File: config.mk
export PLATFORM = sky130hd
export DESIGN_NAME = ir_pulse_frame_decoder_core_flat
export DESIGN_NICKNAME = d
export VERILOG_FILES = /design/src/design/irpfd_pkg.sv /design/src/design/irpfd_if.sv /design/src/design/ir_pulse_frame_decoder_core.sv /design/src/design/irpfd_front.sv /design/src/design/irpfd_queue.sv /design/src/design/irpfd_back.sv /design/src/flat_wrapper.sv
export SDC_FILE = /design/constraint.sdc
export NUM_CORES = 1
export LEC_CHECK = 0
export ABC_AREA = 1
export BUFFER_PORTS_ARGS = -buffer_cell sky130_fd_sc_hd__buf_2
export CAP_MARGIN = 5
export CORE_MARGIN = 5
export CORE_UTILIZATION = 45
export DETAILED_ROUTE_END_ITERATION = 10
export HOLD_SLACK_MARGIN = 0.12
export PLACE_DENSITY = 0.82
export SYNTH_ARGS = -nofsm -noshare
export SYNTH_HDL_FRONTEND = slang
export SYNTH_SLANG_ARGS = --single-unit
File: constraint.sdc
create_clock -name i_clk -period 3.1 [get_ports i_clk]
set_input_delay 0.93 -clock i_clk [delete_from_list [all_inputs] [get_ports i_clk]]
set_output_delay 0.93 -clock i_clk [all_outputs]
set_load 0.01 [all_outputs]
File: src/design/irpfd_pkg.sv
`timescale 1ns / 1ps
// ----------------------------------------------------------------------------
// irpfd_pkg
// Shared types and constants for the IR pulse frame decoder.
// ----------------------------------------------------------------------------
package irpfd_pkg;

    // Input transaction: edge capture or timer overflow
    typedef struct packed {
        logic        event_kind;
        logic [15:0] interval;
    } t_in_item;

    // Result transaction
    typedef struct packed {
        logic        frame_ready;
        logic        address_ok;
        logic [7:0]  command;
        logic [15:0] address;
    } t_out_item;

    // Event class passed from front to back
    typedef logic [1:0] t_cls;

    localparam t_cls CLS_ZERO    = 2'd0;  // shift in a 0
    localparam t_cls CLS_ONE     = 2'd1;  // shift in a 1
    localparam t_cls CLS_RESTART = 2'd2;  // clear the bit count
    localparam t_cls CLS_IGNORE  = 2'd3;  // leave the state alone

    localparam logic EVT_CAPTURE  = 1'b0;
    localparam logic EVT_OVERFLOW = 1'b1;

    // Unit codes of interest
    localparam int UNIT_ZERO   = 1;
    localparam int UNIT_ONE    = 2;
    localparam int UNIT_LEADER = 13;
    localparam int UNIT_MIN    = 9;
    localparam int UNIT_MAX    = 96;

    // Wide enough for (UNIT_MAX + 1) * 65535
    localparam int THR_W = 24;

    localparam int          BIT_CNT_W = 8;
    localparam int          ADDR_BITS = 16;
    localparam logic [15:0] EXPECTED_ADDR_RESET = 16'hFF00;

    // Configuration register map
    localparam int          PADDR_W      = 3;
    localparam logic        REG_EXPECTED = 1'b0;  // word index of expected_address
    localparam int          PDATA_W      = 32;

endpackage

File: src/design/irpfd_if.sv
`timescale 1ns / 1ps
// ----------------------------------------------------------------------------
// irpfd_if
// Valid/ready channel carrying one payload per transaction.
// ----------------------------------------------------------------------------
interface irpfd_if #(
    parameter type t_payload = logic
) ();
    logic     valid;
    logic     ready;
    t_payload payload;

    modport source (output valid, output payload, input ready);
    modport sink   (input valid, input payload, output ready);
endinterface

File: src/design/ir_pulse_frame_decoder_core.sv
`timescale 1ns / 1ps
// ----------------------------------------------------------------------------
// ir_pulse_frame_decoder_core
// NEC-style IR remote frame decoder with APB address register.
// ----------------------------------------------------------------------------
// Feed one transaction per receiver edge (interval in timer ticks) or per
// timer overflow; every input transaction yields exactly one result
// transaction carrying frame_ready, address_ok, command and the latched
// address. The block sustains one transaction per clock cycle while the
// output side does not stall: the front classifies an interval against
// fixed multiples of UNIT_TICKS, and the back updates the bit count and
// shift register for each event it takes. Each result passes through the
// front register, which loads at the accepting edge, then a queue slot,
// then the output register, where it is held while the output side stalls.
// The two-entry queue lets the front keep taking input while a result waits
// on the output. The expected address lives at byte address 0 of the APB
// port (reset 0xFF00); write it only while the decoder is idle.
// ----------------------------------------------------------------------------
module ir_pulse_frame_decoder_core #(
    parameter int UNIT_TICKS = 375,
    parameter int FRAME_BITS = 32
) (
    input  logic                            i_clk,
    input  logic                            i_rst_n,
    irpfd_if.sink                           i_in,
    irpfd_if.source                         o_out,
    input  logic                            psel,
    input  logic                            penable,
    input  logic                            pwrite,
    input  logic [irpfd_pkg::PADDR_W-1:0]   paddr,
    input  logic [irpfd_pkg::PDATA_W-1:0]   pwdata,
    output logic [irpfd_pkg::PDATA_W-1:0]   prdata,
    output logic                            pready
);
    import irpfd_pkg::*;

    logic [15:0] r_expected;
    logic        cfg_write;

    // Front to queue, queue to back
    irpfd_if #(.t_payload(t_cls)) cls_front ();
    irpfd_if #(.t_payload(t_cls)) cls_back ();

    // Register access: word index is paddr[2], byte lanes ignored
    assign pready    = 1'b1;
    assign cfg_write = psel && penable && pwrite && pready;

    always_ff @(posedge i_clk) begin
        if (!i_rst_n) begin
            r_expected <= EXPECTED_ADDR_RESET;
        end else if (cfg_write && paddr[2] == REG_EXPECTED) begin
            r_expected <= pwdata[15:0];
        end
    end

    // Return zero for addresses past the register list
    always_comb begin
        if (paddr[2] == REG_EXPECTED) begin
            prdata = PDATA_W'(r_expected);
        end else begin
            prdata = '0;
        end
    end

    // Classify incoming transactions
    irpfd_front #(
        .UNIT_TICKS (UNIT_TICKS)
    ) u_front (
        .i_clk   (i_clk),
        .i_rst_n (i_rst_n),
        .i_in    (i_in),
        .o_cls   (cls_front.source)
    );

    // Decouple front and back
    irpfd_queue u_queue (
        .i_clk   (i_clk),
        .i_rst_n (i_rst_n),
        .i_push  (cls_front.sink),
        .o_pop   (cls_back.source)
    );

    // Advance the frame state and drive results
    irpfd_back #(
        .FRAME_BITS (FRAME_BITS)
    ) u_back (
        .i_clk      (i_clk),
        .i_rst_n    (i_rst_n),
        .i_expected (r_expected),
        .i_cls      (cls_back.sink),
        .o_out      (o_out)
    );

endmodule

File: src/design/irpfd_front.sv
`timescale 1ns / 1ps
// ----------------------------------------------------------------------------
// irpfd_front
// Accept input transactions and classify each into a bit, restart or ignore.
// ----------------------------------------------------------------------------
module irpfd_front #(
    parameter int UNIT_TICKS = 375
) (
    input  logic   i_clk,
    input  logic   i_rst_n,
    irpfd_if.sink  i_in,
    irpfd_if.source o_cls
);
    import irpfd_pkg::*;

    // Interval thresholds for the unit boundaries (unit = interval / UNIT_TICKS)
    localparam logic [THR_W-1:0] T_ONE    = THR_W'(UNIT_ZERO * UNIT_TICKS);
    localparam logic [THR_W-1:0] T_TWO    = THR_W'(UNIT_ONE * UNIT_TICKS);
    localparam logic [THR_W-1:0] T_THREE  = THR_W'((UNIT_ONE + 1) * UNIT_TICKS);
    localparam logic [THR_W-1:0] T_LEAD   = THR_W'(UNIT_LEADER * UNIT_TICKS);
    localparam logic [THR_W-1:0] T_LEAD1  = THR_W'((UNIT_LEADER + 1) * UNIT_TICKS);
    localparam logic [THR_W-1:0] T_MIN    = THR_W'(UNIT_MIN * UNIT_TICKS);
    localparam logic [THR_W-1:0] T_ABOVE  = THR_W'((UNIT_MAX + 1) * UNIT_TICKS);

    logic             r_valid;
    t_cls             r_cls;
    t_cls             n_cls;
    logic [THR_W-1:0] ticks;
    logic             take;

    assign ticks = THR_W'(i_in.payload.interval);

    always_comb begin
        if (i_in.payload.event_kind == EVT_OVERFLOW) begin
            n_cls = CLS_RESTART;
        end else if (ticks >= T_ONE && ticks < T_TWO) begin
            n_cls = CLS_ZERO;
        end else if (ticks >= T_TWO && ticks < T_THREE) begin
            n_cls = CLS_ONE;
        end else if ((ticks >= T_LEAD && ticks < T_LEAD1) || ticks < T_MIN ||
                     ticks >= T_ABOVE) begin
            n_cls = CLS_RESTART;
        end else begin
            n_cls = CLS_IGNORE;
        end
    end

    // Hold the classified event until the queue takes it
    assign i_in.ready    = !r_valid || o_cls.ready;
    assign take          = i_in.valid && i_in.ready;
    assign o_cls.valid   = r_valid;
    assign o_cls.payload = r_cls;

    always_ff @(posedge i_clk) begin
        if (!i_rst_n) begin
            r_valid <= 1'b0;
        end else if (i_in.ready) begin
            r_valid <= i_in.valid;
        end
    end

    always_ff @(posedge i_clk) begin
        if (take) begin
            r_cls <= n_cls;
        end
    end

endmodule

File: src/design/irpfd_queue.sv
`timescale 1ns / 1ps
// ----------------------------------------------------------------------------
// irpfd_queue
// Two-entry queue of event classes between front and back.
// ----------------------------------------------------------------------------
module irpfd_queue (
    input  logic    i_clk,
    input  logic    i_rst_n,
    irpfd_if.sink   i_push,
    irpfd_if.source o_pop
);
    import irpfd_pkg::*;

    t_cls       r_mem [2];
    logic       r_wr_ptr;
    logic       r_rd_ptr;
    logic [1:0] r_count;
    logic       push;
    logic       pop;

    assign i_push.ready  = (r_count != 2'd2);
    assign o_pop.valid   = (r_count != 2'd0);
    assign o_pop.payload = r_mem[r_rd_ptr];
    assign push          = i_push.valid && i_push.ready;
    assign pop           = o_pop.valid && o_pop.ready;

    always_ff @(posedge i_clk) begin
        if (!i_rst_n) begin
            r_wr_ptr <= 1'b0;
            r_rd_ptr <= 1'b0;
            r_count  <= 2'd0;
        end else begin
            if (push) begin
                r_wr_ptr <= !r_wr_ptr;
            end
            if (pop) begin
                r_rd_ptr <= !r_rd_ptr;
            end
            case ({push, pop})
                2'b10:   r_count <= r_count + 2'd1;
                2'b01:   r_count <= r_count - 2'd1;
                default: r_count <= r_count;
            endcase
        end
    end

    always_ff @(posedge i_clk) begin
        if (push) begin
            r_mem[r_wr_ptr] <= i_push.payload;
        end
    end

endmodule

File: src/design/irpfd_back.sv
`timescale 1ns / 1ps
// ----------------------------------------------------------------------------
// irpfd_back
// Apply classified events to the frame state and register each result.
// ----------------------------------------------------------------------------
module irpfd_back #(
    parameter int FRAME_BITS = 32
) (
    input  logic        i_clk,
    input  logic        i_rst_n,
    input  logic [15:0] i_expected,
    irpfd_if.sink       i_cls,
    irpfd_if.source     o_out
);
    import irpfd_pkg::*;

    localparam logic [BIT_CNT_W-1:0] FRAME_CNT = BIT_CNT_W'(FRAME_BITS);
    localparam logic [BIT_CNT_W-1:0] ADDR_CNT  = BIT_CNT_W'(ADDR_BITS);

    logic [BIT_CNT_W-1:0] r_bit_count;
    logic [15:0]          r_shift;
    logic [15:0]          r_latch;
    logic                 r_out_valid;
    t_out_item            r_out;

    logic [BIT_CNT_W-1:0] cnt_upd;
    logic [BIT_CNT_W-1:0] n_bit_count;
    logic [15:0]          n_shift;
    logic [15:0]          n_latch;
    logic                 at_frame;
    logic                 check_ok;
    logic                 pop;

    // Step the frame state for one event
    always_comb begin
        cnt_upd = r_bit_count;
        n_shift = r_shift;
        case (i_cls.payload)
            CLS_ZERO: begin
                n_shift = {1'b0, r_shift[15:1]};
                cnt_upd = r_bit_count + 1'b1;
            end
            CLS_ONE: begin
                n_shift = {1'b1, r_shift[15:1]};
                cnt_upd = r_bit_count + 1'b1;
            end
            CLS_RESTART: begin
                cnt_upd = '0;
            end
            default: begin
                cnt_upd = r_bit_count;
            end
        endcase

        // Latch the address word once sixteen bits are in
        n_latch  = (cnt_upd == ADDR_CNT) ? n_shift : r_latch;

        // Command byte must be the complement of its partner
        at_frame = (cnt_upd == FRAME_CNT);
        check_ok = (n_shift[15:8] == ~n_shift[7:0]);
        n_bit_count = (at_frame && !check_ok) ? '0 : cnt_upd;
    end

    assign i_cls.ready   = !r_out_valid || o_out.ready;
    assign pop           = i_cls.valid && i_cls.ready;
    assign o_out.valid   = r_out_valid;
    assign o_out.payload = r_out;

    always_ff @(posedge i_clk) begin
        if (!i_rst_n) begin
            r_bit_count <= '0;
            r_shift     <= '0;
            r_latch     <= '0;
            r_out_valid <= 1'b0;
        end else begin
            if (pop) begin
                r_bit_count <= n_bit_count;
                r_shift     <= n_shift;
                r_latch     <= n_latch;
            end
            if (i_cls.ready) begin
                r_out_valid <= i_cls.valid;
            end
        end
    end

    always_ff @(posedge i_clk) begin
        if (pop) begin
            r_out.frame_ready <= at_frame && check_ok;
            r_out.address_ok  <= (n_latch == i_expected);
            r_out.command     <= n_shift[7:0];
            r_out.address     <= n_latch;
        end
    end

endmodule

File: src/flat_wrapper.sv
// flat-port wrapper written by rule: the top's interface ports become plain ports
module ir_pulse_frame_decoder_core_flat import irpfd_pkg::*;
#(
    parameter int UNIT_TICKS = 375,
    parameter int FRAME_BITS = 32
)
  (i_clk, i_rst_n, psel, penable, pwrite, paddr, pwdata, prdata, pready, i_in_valid, i_in_payload, i_in_ready, o_out_valid, o_out_payload, o_out_ready);
  irpfd_if #(.t_payload(t_in_item)) i_in_i ();
  irpfd_if #(.t_payload(t_out_item)) o_out_i ();
  input  logic i_clk;
  input  logic i_rst_n;
  input  logic psel;
  input  logic penable;
  input  logic pwrite;
  input  logic [irpfd_pkg::PADDR_W-1:0] paddr;
  input  logic [irpfd_pkg::PDATA_W-1:0] pwdata;
  output logic [irpfd_pkg::PDATA_W-1:0] prdata;
  output logic pready;
  input wire logic [$bits(i_in_i.valid)-1:0] i_in_valid;
  input wire logic [$bits(i_in_i.payload)-1:0] i_in_payload;
  output wire logic [$bits(i_in_i.ready)-1:0] i_in_ready;
  output wire logic [$bits(o_out_i.valid)-1:0] o_out_valid;
  output wire logic [$bits(o_out_i.payload)-1:0] o_out_payload;
  input wire logic [$bits(o_out_i.ready)-1:0] o_out_ready;
  assign i_in_i.valid = i_in_valid;
  assign i_in_i.payload = i_in_payload;
  assign i_in_ready = i_in_i.ready;
  assign o_out_valid = o_out_i.valid;
  assign o_out_payload = o_out_i.payload;
  assign o_out_i.ready = o_out_ready;
  ir_pulse_frame_decoder_core #(.UNIT_TICKS(UNIT_TICKS), .FRAME_BITS(FRAME_BITS)) u_core (.i_clk(i_clk), .i_rst_n(i_rst_n), .i_in(i_in_i), .o_out(o_out_i), .psel(psel), .penable(penable), .pwrite(pwrite), .paddr(paddr), .pwdata(pwdata), .prdata(prdata), .pready(pready));
endmodule
# After elaboration in Yosys (flattened, before gate mapping)
# Memory sizes are Yosys's and may differ from the RTL's. A register that Yosys moved wholly into a read port is not among the register bits.
# Index checks and enable logic that the tools add are counted.
# word_totals
ramBits,4
ff_bits,90
word_cells,76
mem_count,1
input_bits,59
output_inout_bits,61
# mem_list
memory,depth,width,rd,rd_ports_with_merged_regs,wr,line_no,text
u_core.u_queue.r_mem,2,2,1,1,1,irpfd_queue.sv:14,t_cls r_mem [2];
# op_classes
n_mux,13
n_addsub,3
n_lt_le_gt_ge,8
n_eq_ne,9
reduce_logical,25
bitwise,2
# op_table
cell,count
$mux W16,2
$pmux W16 S2,1
$eq A16 B16 Y1,1
$ge A16 B10 Y1 const B,1
$ge A16 B13 Y1 const B,1
$ge A16 B16 Y1 const B,1
$ge A16 B9 Y1 const B,1
$lt A16 B10 Y1 const B,1
$lt A16 B11 Y1 const B,1
$lt A16 B12 Y1 const B,1
$lt A16 B13 Y1 const B,1
$pmux W8 S2,1
$logic_and A1 B1 Y1,11
$add A8 B1 Y8 const B,1
$eq A8 B5 Y1 const B,1
$eq A8 B6 Y1 const B,1
$eq A8 B8 Y1,1
$mux W8,1
$not A8 Y8,1
$logic_not A1 Y1,5
$mux W1,5
$eq A2 B1 Y1 const B,2
$eq A2 B2 Y1 const B,2
$logic_or A1 B1 Y1,4
other kinds (9),12

# Logic depth before layout (Yosys ltp)
# depth
word_depth,7
depth_mapped,19
ltp_nobuf,18

# Hierarchy
# From an unflattened synthesis, not the netlist that was laid out.
# hier_totals
hier_cells,775
hier_area_um2,5406.4
# modules_own_cells
mod,n_inst,seq_area_each_um2,cells_per_inst,area_each_um2
irpfd_back,1,1601.5,477,3507.1
ir_pulse_frame_decoder_core,1,320.3,144,935.9
irpfd_front,1,80.1,112,565.5
irpfd_queue,1,220.2,42,397.9

# Worst setup path before layout
# Ideal clock, no wire load.
# synth_path
path_kind,input to register
from,input port o_out_ready
to,register u_core.u_queue.r_count[1]
setup_ps,70
path_slack_ps,2
arrival_ps,3028
stages,9
n_path_buf,1
required_time_ps,3030
cell_sequence,nor2_1 -> a21oi_1 -> clkbuf_1 -> ha_1 -> inv_1 -> nand2_1 -> nor2_1 -> o21ai_0 -> a21oi_1
# synth_between
elab_chain_len,4
word_cells_on_any_way,6
classes_between,2 x eq/ne; 1 x mux; 3 x reduce/logical
# synth_lines
element,line_no,text
from (decl),flat_wrapper.sv:24,input wire logic [$bits(o_out_i.ready)-1:0] o_out_ready;
$logic_or A1 B1 Y1 *,irpfd_back.sv:64,assign i_cls.ready = !r_out_valid || o_out.ready;
$logic_and A1 B1 Y1 *,--,
named net u_core.u_back.pop,irpfd_back.sv:32,logic pop;
$eq A2 B1 Y1 or $eq A2 B2 Y1 (tied branches),irpfd_queue.sv:39,"case ({push, pop})"
$pmux W2 S2 or $reduce_bool A2 Y1 (tied branches),--,
to (signal assigned),irpfd_queue.sv:40,2'b10: r_count <= r_count + 2'd1;
to (signal assigned),irpfd_queue.sv:41,2'b01: r_count <= r_count - 2'd1;
to (signal assigned),irpfd_queue.sv:42,default: r_count <= r_count;
to (decl),irpfd_queue.sv:17,logic [1:0] r_count;
# The timed path passes the listed nets; every way through them passes the cells marked *.
# A chain may end at the register's enable or synchronous reset.

==> impl_metrics.csv <==
group,metric,value,unit
worst_setup_path,crit_fanout,21,
final_layout,finish.instance_area,5970,um^2
synth,yosys.area.top_type_share,23.9,%
synth,post_synth_instance_area,5270,um^2
global_route,antenna_found_initial,0,
clock_tree,cts_hold_bufs,0,
timing,whs,0.458,ns
timing,min_period,2.63,ns
global_route,top_usage_layer,"met2",
clock_tree,tritoncts,"done",
timing,final_slew_violations,0,
synth,synth_most_common_cell,"sky130_fd_sc_hd__nand2_1",
global_route,use_met1,21.4,%
timing,worst_pin_slew,0.644,ns
synth,synth-async-reset-ratio,0,%
global_route,grt_overflow,0,
final_layout,fillerInstances,1052,
worst_setup_path,cp_cell_sequence,"inv_1, nand2_2, nand2_2, nand4_1, nand2_1, nand2_2, nor2_8, nand2_4, nand2_1, nand3_1, nand2_1, nand2_1, nor2_1, nand2_1, nor2_1",
drt,dr_total_vias,4624,
drt,route.antenna.remaining_nets,0,
synth,ys_types,45,
clock_tree,post_cts_resize_count,0,
synth,post_synth.cell_area_avg,7.44,um^2
worst_setup_path,r2r_cells,15,
clock_tree,clock_latency,0.35,ns
placed_design,worst_case_setup_slack_after_placement,0.488,ns
timing,fin_ws,0.473,ns
power,power.ir.vdd_worst,0.551,mV
final_layout,multiInputGateArea,2400,um^2
outcome,result_of_the_run,"finished clean",
synth,synth.top_cells.by_count,"sky130_fd_sc_hd__nand2_1 (140), sky130_fd_sc_hd__inv_1 (102), sky130_fd_sc_hd__nor2_1 (78)",
placed_design,port_buffers,84,
worst_setup_path,slowest_stage,"sky130_fd_sc_hd__edfxtp_1",
synth,yosysWarnings,0,
worst_setup_path,r2r_setup_slack,0.47,ns
timing,finalClockSkew,0.0124,ns
final_layout,register_area,2220,um^2
floorplanning,die-area,14000,um^2
timing,max-slew-margin-rel,57.1,%
clock_tree,cts.sinks,95,
global_route,grt_util_all_layers,16.5,%
clock_tree,clock_path_buffers,2,
flow_run,maxCapViolCount,0,
worst_setup_path,worst_setup_path_endpoint,"u_core.u_back.o_out.payload[24]$_DFFE_PP_",
floorplanning,floorplan_core_area,11500,um^2
worst_setup_path,endpoint_kind,"flip-flop",
worst_setup_path,timing.critical_path.slowest_cell_delay,0.40,ns
synth,synthTopCellsByArea,"sky130_fd_sc_hd__dfxtp_1 (24%), sky130_fd_sc_hd__edfxtp_1 (18%), sky130_fd_sc_hd__nand2_1 (10%)",
timing,clock.fmax,0.381,GHz
floorplanning,die_x,118,um
worst_setup_path,cp_data_required_time,3.31,ns
timing,hold_viol,0,
synth,register_bit_total_from_synthesis,95,
global_route,grt_use_met3,3.34,%
final_layout,antenna_cells_inserted,0,
floorplanning,initial_core_util,46.0,%
timing,setup_viol,0,
worst_setup_path,r2r_end,"u_core.u_back.o_out.payload[24]$_DFFE_PP_",
clock_tree,clk_pin_slew_worst_paths,0.08,ns
timing,fin_setup_tns,0,ns
worst_setup_path,cp_most_frequent_cell,"sky130_fd_sc_hd__nand2_1",
power,cellPowerDensity,800,nW/um^2
clock_tree,cts-htree-levels,3,
global_route,maximum_number_of_pins_on_one_net_before_global_route_repair,55,
drt,detail_route.drc_violations,0,
placed_design,detailedPlacementHpwl,8310,um
power,p_leak,0.00289,uW
global_route,grt_pass1_vias,4243,
worst_setup_path,r2r_start,"u_core.u_queue.r_mem[0][1]$_DFFE_PP_",
placed_design,gp_weighted_congestion,0.885,
timing,setup_repair_after_global_routing_missed_its_margin,"false",
worst_setup_path,criticalPathCategory,"flip-flop to flip-flop",
synth,synth_edf_count,32,
placed_design,postPlaceCellArea,5680,um^2
synth,syn-instance-count,709,
global_route,global_route_wire_length_before_repair,19500,um
drt,finalWirelength,11600,um
final_layout,nets,839,
worst_setup_path,setup.worst_path.start_class,"flip-flop",
floorplanning,placementRows,39,
clock_tree,cts_setup_buffers,0,
final_layout,share_of_layout_cells_above_drive_strength_1,19.0,%
drt,drt-vias-per-instance,4.99,
floorplanning,die_height,118,um
floorplanning,io_pins,120,
clock_tree,cts-buffers-inserted,9,
clock_tree,root_buffer_selected_by_cts,"sky130_fd_sc_hd__clkbuf_16",
hold_path,worst_hold_path_type,"flip-flop to flip-flop",
drt,dr.pass1.iters,5,
worst_setup_path,critPathArrivalTime,2.83,ns
synth,largest_area_contributor_in_the_synthesized_netlist,"sky130_fd_sc_hd__dfxtp_1",
worst_setup_path,crit_path_start,"u_core.u_queue.r_mem[0][1]$_DFFE_PP_",
drt,drt_iter0_drc,321,
final_layout,post-route-util,52.1,%
synth,ys_dominant_reg_cell,"sky130_fd_sc_hd__dfxtp_1",
final_layout,layout-area-overhead-vs-synth,13.2,%
global_route,groute.layer.met2.usage,27.0,%
timing,min_period_over_period,84.7,%
synth,yosysSeqAreaShare,42.1,%
drt,wl_per_cell,12.5,um
## flip-flops by register name, summed over array words and instances, names as in the netlist, 2 cells and up, named ones only
register and flops:
u_core.u_front.o_cls.payload 2, u_core.u_back.r_bit_count 8, u_core.u_back.o_out.payload 26, u_core.u_back.r_shift 16, u_core.u_queue.r_mem 4, u_core.u_back.r_latch 16
u_core.u_queue.r_count 2, u_core.r_expected 16
## stage by stage
step | instances | total power (uW)
after global placement | 910 | 3660
after detailed placement | 910 | 3710
final | 926 | 4780
after floorplan | 724 | 3260
after CTS | 926 | 4800
after global routing | 926 | 5110
## cells in the final DEF, fill, tap and decap left out, types with 2 or more instances in the layout
master                      count
sky130_fd_sc_hd__conb_1        17
sky130_fd_sc_hd__o21bai_1       2
sky130_fd_sc_hd__nand3_1       50
sky130_fd_sc_hd__o21ai_1       11
sky130_fd_sc_hd__nand4_1        4
sky130_fd_sc_hd__o211ai_1      11
sky130_fd_sc_hd__clkbuf_16      9
sky130_fd_sc_hd__nor2_8         2
sky130_fd_sc_hd__o21ai_0       58
sky130_fd_sc_hd__nand2_2       19
sky130_fd_sc_hd__inv_8          2
sky130_fd_sc_hd__xnor2_1        5
sky130_fd_sc_hd__inv_1        102
sky130_fd_sc_hd__buf_12         2
sky130_fd_sc_hd__nor2_1        78
sky130_fd_sc_hd__nand2_1      140
sky130_fd_sc_hd__buf_4          3
sky130_fd_sc_hd__nand3b_1       2
sky130_fd_sc_hd__ha_1           2
sky130_fd_sc_hd__dfxtp_1       63
sky130_fd_sc_hd__xor2_1         3
sky130_fd_sc_hd__nand2_4        2
sky130_fd_sc_hd__buf_2         84
sky130_fd_sc_hd__a31oi_1        2
sky130_fd_sc_hd__nand3_2       12
sky130_fd_sc_hd__inv_2          2
sky130_fd_sc_hd__nor3_1         3
sky130_fd_sc_hd__edfxtp_1      32
sky130_fd_sc_hd__a21oi_1       37
sky130_fd_sc_hd__inv_6          2
sky130_fd_sc_hd__clkinv_1       2
sky130_fd_sc_hd__inv_4          2
## logic make-up (layout without fill, tap and decap cells)
logic type,count (synthesis),count (layout),synth area share [%]
AOI/OAI and AO/OA,131,131,13.8
DFF,95,95,42.1
and+or+nand+nor,319,319,28.5
adders and majority gates,2,2,0.475
xor gates and xnor gates,8,8,1.33
buffers and inverters,152,211,13.6
other,2,17,0.142
## where the power goes
group	switching, uW	internal (uW)	total [uW]
Combinational	1240	583	1830
Clock	516	564	1080
Sequential	154	1720	1870
Total	1910	2860	4780
## cell type report
cell class / instances / share of cell area [%]
Clock buffer: 9 / 3.77
Sequential cell: 95 / 37.2
Timing Repair Buffer: 89 / 8.09
Tap cell: 143 / 3.00
Inverter: 106 / 6.67
Clock inverter: 7 / 1.03
Multi-Input combinational cell: 477 / 40.2
## worst min-delay path by stage
stage	from	end	slack, ns	depth (start not counted)
6_report	u_core.u_front.o_cls.payload[0]$_SDFFCE_PP0P_	u_core.u_queue.r_mem[0][0]$_DFFE_PP_	0.46	0
5_1_grt	u_core.u_front.o_cls.payload[1]$_SDFFCE_PP1P_	u_core.u_queue.r_mem[0][1]$_DFFE_PP_	0.47	0
4_1_cts	u_core.u_queue.r_rd_ptr$_SDFFE_PN0P_	u_core.u_queue.r_rd_ptr$_SDFFE_PN0P_	0.45	1
3_5_place_dp	u_core.u_queue.r_rd_ptr$_SDFFE_PN0P_	u_core.u_queue.r_rd_ptr$_SDFFE_PN0P_	0.44	1
3_3_place_gp	u_core.u_front.o_cls.payload[0]$_SDFFCE_PP0P_	u_core.u_queue.r_mem[1][0]$_DFFE_PP_	0.43	0
2_1_floorplan	u_core.u_front.o_cls.payload[0]$_SDFFCE_PP0P_	u_core.u_queue.r_mem[0][0]$_DFFE_PP_	0.42	0
## critical path, delay by kind of cell, from the launching register on
| family | cells | cell delay [ns] |
|---|---|---|
| simple gates | 14 | 1.99 |
| buf+inv | 1 | 0.09 |
| flops | 1 | 0.40 |
## per-layer routing
layer	wire (um)	share of wire (%)
met1	5120	44
met2	5450	47
met4	245	2.1
met3	797	6.9
met5	0	0
Note: power is estimated with default switching activity, not from simulation.
